==> src/hw/rtl/pve_pkg.sv <==
// Shared types and constants for the position/velocity estimator.
// Holds payload structs, the configuration set, controller commands and widths.
// No dependencies.
package pve_pkg;

  // Field widths
  localparam int AXES      = 3;
  localparam int AX_W      = (AXES > 1) ? $clog2(AXES) : 1;
  localparam int POS_W     = 32;
  localparam int VAL_W     = 40;
  localparam int GAIN_W    = 16;
  localparam int COEF_W    = 32;
  localparam int CFG_IDX_W = 3;
  localparam int CFG_W     = 32;

  // Internal arithmetic widths
  localparam int DIFF_W    = POS_W + 3;             // 3*p0 - 4*p1 + p2
  localparam int DPROD_W   = DIFF_W + GAIN_W + 1;   // difference times gain
  localparam int OP_W      = VAL_W + 1;             // sum of two taps
  localparam int SPLIT_W   = (OP_W + 1) / 2;        // low half of an operand
  localparam int HI_W      = OP_W - SPLIT_W;        // high half of an operand
  localparam int ACC_W     = OP_W + COEF_W + 4;     // five products, no overflow
  localparam int TAPS      = 5;
  localparam int MAC_STEPS = 2 * TAPS;
  localparam int STEP_W    = $clog2(MAC_STEPS);

  localparam int COEF_FRAC_BITS_DEF = 28;

  // Register indexes
  localparam logic [CFG_IDX_W-1:0] REG_DIFF_GAIN = 3'd0;
  localparam logic [CFG_IDX_W-1:0] REG_COEF_B0   = 3'd1;
  localparam logic [CFG_IDX_W-1:0] REG_COEF_B1   = 3'd2;
  localparam logic [CFG_IDX_W-1:0] REG_COEF_A1   = 3'd3;
  localparam logic [CFG_IDX_W-1:0] REG_COEF_A2   = 3'd4;
  localparam logic [CFG_IDX_W-1:0] REG_COEF_A3   = 3'd5;

  // Register reset values
  localparam logic [GAIN_W-1:0]        DIFF_GAIN_RST = 16'd500;
  localparam logic signed [COEF_W-1:0] COEF_B0_RST   = 32'sd58948;
  localparam logic signed [COEF_W-1:0] COEF_B1_RST   = 32'sd176845;
  localparam logic signed [COEF_W-1:0] COEF_A1_RST   = -32'sd737875381;
  localparam logic signed [COEF_W-1:0] COEF_A2_RST   = 32'sd678658520;
  localparam logic signed [COEF_W-1:0] COEF_A3_RST   = -32'sd208735411;

  // Saturation bounds
  localparam logic signed [VAL_W-1:0] VAL_MAX = {1'b0, {(VAL_W-1){1'b1}}};
  localparam logic signed [VAL_W-1:0] VAL_MIN = {1'b1, {(VAL_W-1){1'b0}}};

  typedef struct packed {
    logic signed [POS_W-1:0] pos_x;
    logic signed [POS_W-1:0] pos_y;
    logic signed [POS_W-1:0] pos_z;
  } pos_req_t;

  typedef struct packed {
    logic signed [VAL_W-1:0] vel_x;
    logic signed [VAL_W-1:0] vel_y;
    logic signed [VAL_W-1:0] vel_z;
  } vel_req_t;

  typedef struct packed {
    logic [GAIN_W-1:0]        diff_gain;
    logic signed [COEF_W-1:0] coef_b0;
    logic signed [COEF_W-1:0] coef_b1;
    logic signed [COEF_W-1:0] coef_a1;
    logic signed [COEF_W-1:0] coef_a2;
    logic signed [COEF_W-1:0] coef_a3;
  } pve_cfg_t;

  // Controller to datapath commands
  typedef struct packed {
    logic              cap;    // capture an input request
    logic              diff;   // form difference times gain
    logic              sat;    // saturate raw rate, seed accumulator
    logic              mul;    // multiply one operand half
    logic              acc;    // accumulate the previous product
    logic              fin;    // round, saturate, update histories
    logic              push;   // load the output register
    logic [AX_W-1:0]   axis;
    logic [STEP_W-1:0] step;
  } pve_cmd_t;

endpackage

==> src/hw/rtl/pve_ctrl.sv <==
// Sequencing controller for the position/velocity estimator.
// Walks axes and multiply steps, drives datapath commands and the handshakes.
// Depends on pve_pkg.
module pve_ctrl (
  input  logic              clk,
  input  logic              rst,
  input  logic              in_valid,
  output logic              in_stall,
  output logic              out_valid,
  input  logic              out_stall,
  output pve_pkg::pve_cmd_t cmd
);
  import pve_pkg::*;

  typedef enum logic [2:0] {
    S_IDLE,
    S_DIFF,
    S_SAT,
    S_MAC,
    S_FIN,
    S_PUSH
  } state_t;

  state_t            state;
  logic [AX_W-1:0]   axis;
  logic [STEP_W-1:0] step;
  logic              push_ok;

  // Output register is free when empty or being drained this cycle
  assign push_ok  = !out_valid || !out_stall;
  // Hold off requests during reset and while an item is in progress
  assign in_stall = rst || (state != S_IDLE);

  // Decode commands from state
  always_comb begin
    cmd      = '0;
    cmd.axis = axis;
    cmd.step = step;
    cmd.cap  = (state == S_IDLE) && in_valid;
    cmd.diff = (state == S_DIFF);
    cmd.sat  = (state == S_SAT);
    cmd.mul  = (state == S_MAC);
    cmd.acc  = (state == S_MAC) && (step != '0);
    cmd.fin  = (state == S_FIN);
    cmd.push = (state == S_PUSH) && push_ok;
  end

  // Hold state, counters and output valid
  always_ff @(posedge clk) begin
    if (rst) begin
      state     <= S_IDLE;
      axis      <= '0;
      step      <= '0;
      out_valid <= 1'b0;
    end else begin
      if (cmd.push) begin
        out_valid <= 1'b1;
      end else if (!out_stall) begin
        out_valid <= 1'b0;
      end
      unique case (state)
        S_IDLE: begin
          if (in_valid) begin
            axis  <= '0;
            state <= S_DIFF;
          end
        end
        S_DIFF: begin
          state <= S_SAT;
        end
        S_SAT: begin
          step  <= '0;
          state <= S_MAC;
        end
        S_MAC: begin
          if (step == STEP_W'(MAC_STEPS - 1)) begin
            state <= S_FIN;
          end else begin
            step <= step + 1'b1;
          end
        end
        S_FIN: begin
          if (axis == AX_W'(AXES - 1)) begin
            state <= S_PUSH;
          end else begin
            axis  <= axis + 1'b1;
            state <= S_DIFF;
          end
        end
        S_PUSH: begin
          if (push_ok) begin
            state <= S_IDLE;
          end
        end
        default: begin
          state <= S_IDLE;
        end
      endcase
    end
  end

endmodule

==> config.mk <==
export PLATFORM = sky130hd
export DESIGN_NAME = pve_ctrl
export DESIGN_NICKNAME = d
export VERILOG_FILES = /design/src/hw/rtl/pve_pkg.sv /design/src/hw/rtl/pve_ctrl.sv
export SDC_FILE = /design/constraint.sdc
export NUM_CORES = 1
export LEC_CHECK = 0
export BUFFER_PORTS_ARGS = -buffer_cell sky130_fd_sc_hd__buf_2
export CORE_UTILIZATION = 25
export CTS_CLUSTER_DIAMETER = 200
export CTS_CLUSTER_SIZE = 14
export DETAILED_ROUTE_END_ITERATION = 7
export PLACE_DENSITY_LB_ADDON = 0.08
export RECOVER_POWER = 50
export SLEW_MARGIN = 20
export SYNTH_ARGS = -nofsm -noshare
export SYNTH_HDL_FRONTEND = slang
export SYNTH_SLANG_ARGS = --single-unit
==> constraint.sdc <==
create_clock -name clk -period 2.25 [get_ports clk]
set_clock_uncertainty 0.2 [all_clocks]
set_input_delay 0.675 -clock clk [delete_from_list [all_inputs] [get_ports clk]]
set_output_delay 0.675 -clock clk [all_outputs]
set_load 0.1 [all_outputs]
==> impl_results.md, run 1 <==
- CTS tree: yes
- Number of library cell types mapped by synthesis: 37
- Critical path buffers and inverters: 2
- Total of max-cap violations: 0
- Worst Max-Slew Pin Slew: 0.842 ns
- Crit path required time: 1.37 ns
- 1st-pass router iterations: 4
- Sw Ratio: 43.3%
- DIE AREA: 2800 µm²
- Max Root-Sink Buffers: 2
- Worst skew pair latency: 0.27 ns
- Min-delay src: axis[1]
- Int Power: 0.424 mW
- Final ANT Viol Nets: 0
- Placer Congestion: 0.713
- Setup slack, reg-to-reg: 0.29 ns
- DR vias: 639
- Synth-to-Final Area Change: 60.6%
- Worst Setup End Kind: output port
- Status: complete, but fails checks
- CTS sink cnt: 10
- Nets: 108
- Worst path top cell family by delay: simple AND/OR/NAND/NOR gates
- Crit path time final: 2.26 ns
- Die height: 52.9 µm
- DP HPWL: 1260 µm
- Hold path cells: 2
- First-pass GRT wire length: 2850 µm
- Post-Syn Area: 648 µm²
- TritonCTS Buffers: 3
- Initial Util: 26.4%
- Ys async rst share: 0%
- Violated checks: setup timing
- Worst r2r path cells: 5
- WS Path Type: input port to output port
- Synthesis Warnings: 0
- Endpoints failing hold: 0
- Hold endpoint: axis[1]
- Final cycle utilization of the critical path: 101%
- Met1 Use GR: 19.1%
- Most Crowded Layer GR: met2
- CP Max Fanout: 2
- VDD IR-drop max: 0.437 mV
- Finished Layout Cells: 129
- Comb pwr share: 50.5%
- Worst path max stage delay: 0.43 ns
- 1st-iter DRT viols: 3
- Fraction of layout cells with a size suffix above 1: 51.5%
- Clock transition at the registers of the reported paths: 0.07 ns
- Total core area: 2450 µm²
- I/O Buffers: 18
- Post-Place Cells: 124
- Unrepaired setup endpoints after global routing: yes
- GRT Residual Overflow: 0
- Critical R2R Launch: step[1]
- Arrival time worst endpoint: 1.39 ns
- PwrDens: 718 nW/µm²
- DR vias/cell: 4.95
- I/O Pins: 19
- Setup crit start kind: input port
- Global routing usage on met3: 2.59%
- EDFF count, synth: 0
- Slew headroom: 43.3%
- # H-tree levels: 1
- Top FF cell, synth: dfxtp_1
- Largest net degree at the start of global routing: 12
- Post-Place Setup Slack: -0.127 ns
- Leakage Power: 0.413 nW
- Final setup viols: 1
- # rows: 18
- NetSw: 0.324 mW
- # diodes: 0
- Worst setup margin: -0.0127 ns
- Mapped Nets: 84
- Clock share of power: 22.1%
- Hold WC Path Type: flip-flop to flip-flop
- Vias in the first global route: 619
- Synth Register Bits: 10
- Die X: 52.9 µm
- Max Slew Vio Count: 0
- Flop pwr share: 27.4%
- Max frequency: 0.442 GHz
- Gr usage total: 14.5%
- Fillers: 251
- Mapped Cells: 76
- Critical Path, Cell by Cell: buf_6 -> or4_4 -> buf_12
- Slowest-stage cell, CP: or4_4
- Drt wl/cell: 12.9 µm
- Initial antenna violation count: 0
- Clock Tree Root: clkbuf_4
- R2R Path End: step[0]
- Post-Route WL: 1660 µm
- Avg Cell Area, Syn: 8.53 µm²
- Share of the yosys chip area belonging to registers: 30.9%
- DR DRC count: 0
- GR Util met2: 21.5%
## kinds of logic (layout without fill, tap and decap cells)
logic type      count (synthesis)  after routing  synth area share [%]
buf+inv                        11             34                  7.72
fa+ha+maj                       4              4                  7.72
compound gates                 17             17                  18.1
mux                             2              2                  3.86
xor+xnor                        1              1                  1.35
flops                          10             10                  30.9
simple gates                   31             31                  30.3
## state kept, by name, summed over array words and instances (netlist names)
signal and flops:
axis 2, out_valid 1, state 3, step 4
## power groups by stage
stage                     Clock (mW)  Combinational, mW  Sequential, mW
after global routing           0.182              0.397           0.208
after CTS                      0.171              0.368           0.206
after detailed placement           0              0.357           0.209
after global placement             0              0.357           0.209
final                          0.165              0.378           0.205
after floorplan                    0              0.254           0.219
## synth_stat cells (all sizes together), types with 2 or more instances
| library cell | number | area share [%] |
|---|---|---|
| clkbuf | 3 | 1.7 |
| o41ai | 2 | 2.7 |
| nor2 | 4 | 2.3 |
| and2 | 2 | 1.9 |
| nand2b | 3 | 2.9 |
| o21ai | 2 | 2.1 |
| inv | 6 | 3.5 |
| nand3 | 4 | 3.1 |
| a21oi | 6 | 4.6 |
| buf | 2 | 2.5 |
| ha | 4 | 7.7 |
| nand4b | 2 | 2.7 |
| or4 | 2 | 2.5 |
| dfxtp | 10 | 31 |
| nand2 | 5 | 2.9 |
## how the worst max path moves through the flow
stage	from	endpoint	depth (start not counted)
5_1_grt	state[2]	in_stall	2
6_report	rst	in_stall	3
3_5_place_dp	rst	in_stall	3
3_3_place_gp	rst	in_stall	3
2_1_floorplan	in_valid	cmd[12]	1
4_1_cts	rst	in_stall	3
## what timing repair did
action,in CTS,in global routing
gates resized for setup,4,6
hold buffers,0,0
endpoints found under the setup margin,2,4
pin swaps,0,0
buffers inserted,0,1
## worst reg2reg max path, stage by stage, from the launching register on
cell,delay (ns)
dfxtp_4,0.36
inv_1,0.07
ha_1,0.14
nand2_1,0.07
o21ai_0,0.67
mux2_4,0.35
## per-layer routing
metal | part of all wire [%] | up-vias
met2 | 47 | 12
li1 | - | 323
met3 | 4.0 | 5
met4 | 2.7 | 0
met5 | 0 | -
met1 | 47 | 299
## stage by stage
step                      cell area [µm²]  hold slack (ns)  utilization, %  TNS, ns  total power [mW]
after detailed placement              967            0.277            39.4   -0.127             0.566
after global routing                 1040            0.309            42.4  -0.0472             0.786
after CTS                            1010            0.286            41.3  -0.0375             0.745
after floorplan                       739            0.358               -   -0.391             0.473
final                                1040            0.276            42.4  -0.0127             0.748
after global placement                967            0.276            39.4   -0.134             0.566
## cell type report
class	instances	area (µm²)	area share, %
well taps	30	37.5	3.61
inverters	6	26.3	2.52
flip-flops and latches	10	225	21.6
clock buffers	4	36.3	3.49
repair buffers	24	265	25.5
multi-input cells	55	450	43.3
## layout by cell type (no fill, tap or decap), types with 3 or more instances in the layout
cell type,n
a21oi_1,5
buf_12,8
buf_2,9
buf_4,5
clkbuf_4,3
dfxtp_4,6
ha_1,3
inv_1,4
nand2_1,4
nand2b_1,3
nand3_1,4
nor2_1,4
Power figures use the tool's default switching activity.
==> run 2: changes to the inputs <==
- CORE_MARGIN: unset -> 3
- RECOVER_POWER: 50 -> 100
==> run 2 against run 1 <==
- the flow still finishes with violations (setup timing)
- register-to-register slack better by 0.05 ns
- combinational power is 5% lower
- sequential power hardly changed
- clock power is 22% lower
- first-iteration DRC count grew to 3.7 times the previous value
- highest routed layer unchanged
- critical path type unchanged
- sequential cell count stayed put
==> impl_results.md, run 2 (synthesis results as in run 1) <==
- Violated checks: setup timing
- Clock transition at the registers of the reported paths: 0.07 ns (about the same)
- Max reg flops: 4 (unchanged)
- Total core area: 2340 µm² (-4.7%)
- Hold WC Path Type: flip-flop to flip-flop
- Arrival time worst endpoint: 1.38 ns (about the same)
- Crit path time final: 2.26 ns (-0.00353 ns)
- CTS sink cnt: 10 (unchanged)
- Worst setup margin: -0.00917 ns (+0.00353 ns)
- Unrepaired setup endpoints after global routing: yes
- Worst skew pair latency: 0.26 ns (about the same)
- Synth-to-Final Area Change: 51.2%
- I/O Pins: 19 (unchanged)
- Placer Congestion: 0.690 (-3.2%)
- DR DRC count: 0 (unchanged)
- Largest net degree at the start of global routing: 12 (unchanged)
- Drt wl/cell: 13.4 µm (+4.4%)
- Commonest non-fill, non-tap cell in the layout: clkbuf_2
- Comb pwr share: 51.7% (+1.2 points)
- TritonCTS Buffers: 3 (unchanged)
- DR vias: 643 (+0.63%)
- Die height: 56.9 µm (+7.6%)
- DIE AREA: 3240 µm² (+16%)
- Max Root-Sink Buffers: 2 (unchanged)
- Int Power: 0.373 mW (-12%)
- Most frequent cells in the layout: clkbuf_2 (7), nand2_1 (5), a21oi_1 (5), buf_12 (5), buf_4 (5)
- Flop pwr share: 29.8% (+2.4 points)
- Setup crit start kind: input port
- DP HPWL: 1280 µm (+1.4%)
- Die X: 56.9 µm (+7.6%)
- VDD IR-drop max: 0.484 mV (+11%)
- Worst Setup End Kind: output port
- Gr usage total: 11.7% (-2.8 points)
- Final setup viols: 1 (unchanged)
- # H-tree levels: 1 (unchanged)
- Clock share of power: 18.5% (-3.6 points)
- Setup slack, reg-to-reg: 0.34 ns (+0.05 ns)
- Worst Max-Slew Pin Slew: 0.772 ns (-0.0698 ns)
- Hold WS: 0.292 ns (+0.0156 ns)
- Max frequency: 0.443 GHz (+0.16%)
- Sw Ratio: 46.2% (+2.9 points)
- 1st-iter DRT viols: 11 (+8)
- Initial antenna violation count: 0 (unchanged)
- Design Area, Final: 980 µm² (-5.9%)
- Max Slew Vio Count: 0 (unchanged)
- Initial Util: 27.7% (+1.3 points)
- Vias in the first global route: 619 (unchanged)
- Clock Tree Root: clkbuf_4
- Tot Pwr: 0.694 mW (-7.1%)
- NetSw: 0.321 mW (-0.81%)
- # rows: 17 (-1)
- Leakage Power: 0.385 nW (-6.8%)
- # Post-CTS Setup Buffers: 0 (unchanged)
- Crit path required time: 1.37 ns (about the same)
- 1st-pass router iterations: 4 (unchanged)
- I/O Buffers: 18 (unchanged)
- CTS tree: yes
- Final ANT Viol Nets: 0 (unchanged)
- Post-DP Area: 965 µm² (-0.26%)
- Fraction of layout cells with a size suffix above 1: 49.5% (-2.0 points)
- Largest Register: step
- Status: complete, but fails checks
- Post-Route WL: 1680 µm (+1.2%)
- Registers with the most flip-flops: step (4), state (3), axis (2)
- CP Max Fanout: 2 (unchanged)
- Setup TNS: -0.00917 ns (+0.00353 ns)
- First-pass GRT wire length: 2970 µm (+4.1%)
- Slew headroom: 48.0% (+4.7 points)
- Nets: 107 (-0.93%)
- Total of max-cap violations: 0 (unchanged)
- WS Path Type: input port to output port
- Endpoints failing hold: 0 (unchanged)
- # diodes: 0 (unchanged)
- Hold Buf Count CTS: 0 (unchanged)
- GRT Residual Overflow: 0 (unchanged)
- Final cycle utilization of the critical path: 100% (-0.16 points)
- DR vias/cell: 5.14 (+3.8%)
- PwrDens: 709 nW/µm² (-1.3%)
[run 2: cell types whose count changed in the layout (fill, tap and decap cells not counted)]
cell,before,now
nand2_1,4,5
buf_2,9,2
clkbuf_8,1,0
dfxtp_2,2,4
dfxtp_4,6,4
buf_12,8,5
clkbuf_2,0,7
buf_6,2,4
nand2_2,1,0
[run 2: metrics by stage]
stage	utilization (%)	std cells	setup WS, ns
floorplan	-	76	-0.319
global placement	41.2	122	-0.124
detailed placement	41.2	122	-0.113
CTS	42.7	125	-0.0217
global route	41.9	125	-0.0280
finish	41.9	125	-0.00917
[run 2: power groups by stage]
stage	sequential (mW)	clock [mW]	combinational (mW)
2_1_floorplan	0.219	0	0.254
3_3_place_gp	0.209	0	0.357
3_5_place_dp	0.210	0	0.357
4_1_cts	0.207	0.136	0.367
5_1_grt	0.209	0.145	0.376
6_report	0.207	0.128	0.359
[run 2: area by class of cell]
| type | instances | area, µm² |
|---|---|---|
| multi-input combinational | 55 | 448 |
| sequential | 10 | 220 |
| clock buffer | 3 | 22.5 |
| tap | 28 | 35.0 |
| timing repair buffer | 23 | 228 |
| inverter | 6 | 26.3 |
| fill | 245 | 1360 |
[run 2: per-layer routing]
layer	track usage, %	wire length, µm
met2	17.3	720
met3	4.14	101
met5	0	0
met1	15.0	843
met4	5.96	14
[run 2: worst paths after layout]
path	from	endpoint	depth (start not counted)
hold / removal	axis[1]	axis[1]	2
setup / recovery	rst	in_stall	3
setup reg to reg	step[1]	step[0]	5
hold reg to reg	axis[1]	axis[1]	2
[run 2: what timing repair did]
item | 4_1_cts | 5_1_grt
pin swaps | 0 | 0
gates resized for setup | 4 | 2
setup endpoints to repair | 3 | 3
endpoints found under the hold margin | 0 | 0
[run 2: worst max-delay path, cell delays in order]
cell and delay [ns]:
buf_6 0.09, or4_4 0.43, buf_12 0.18
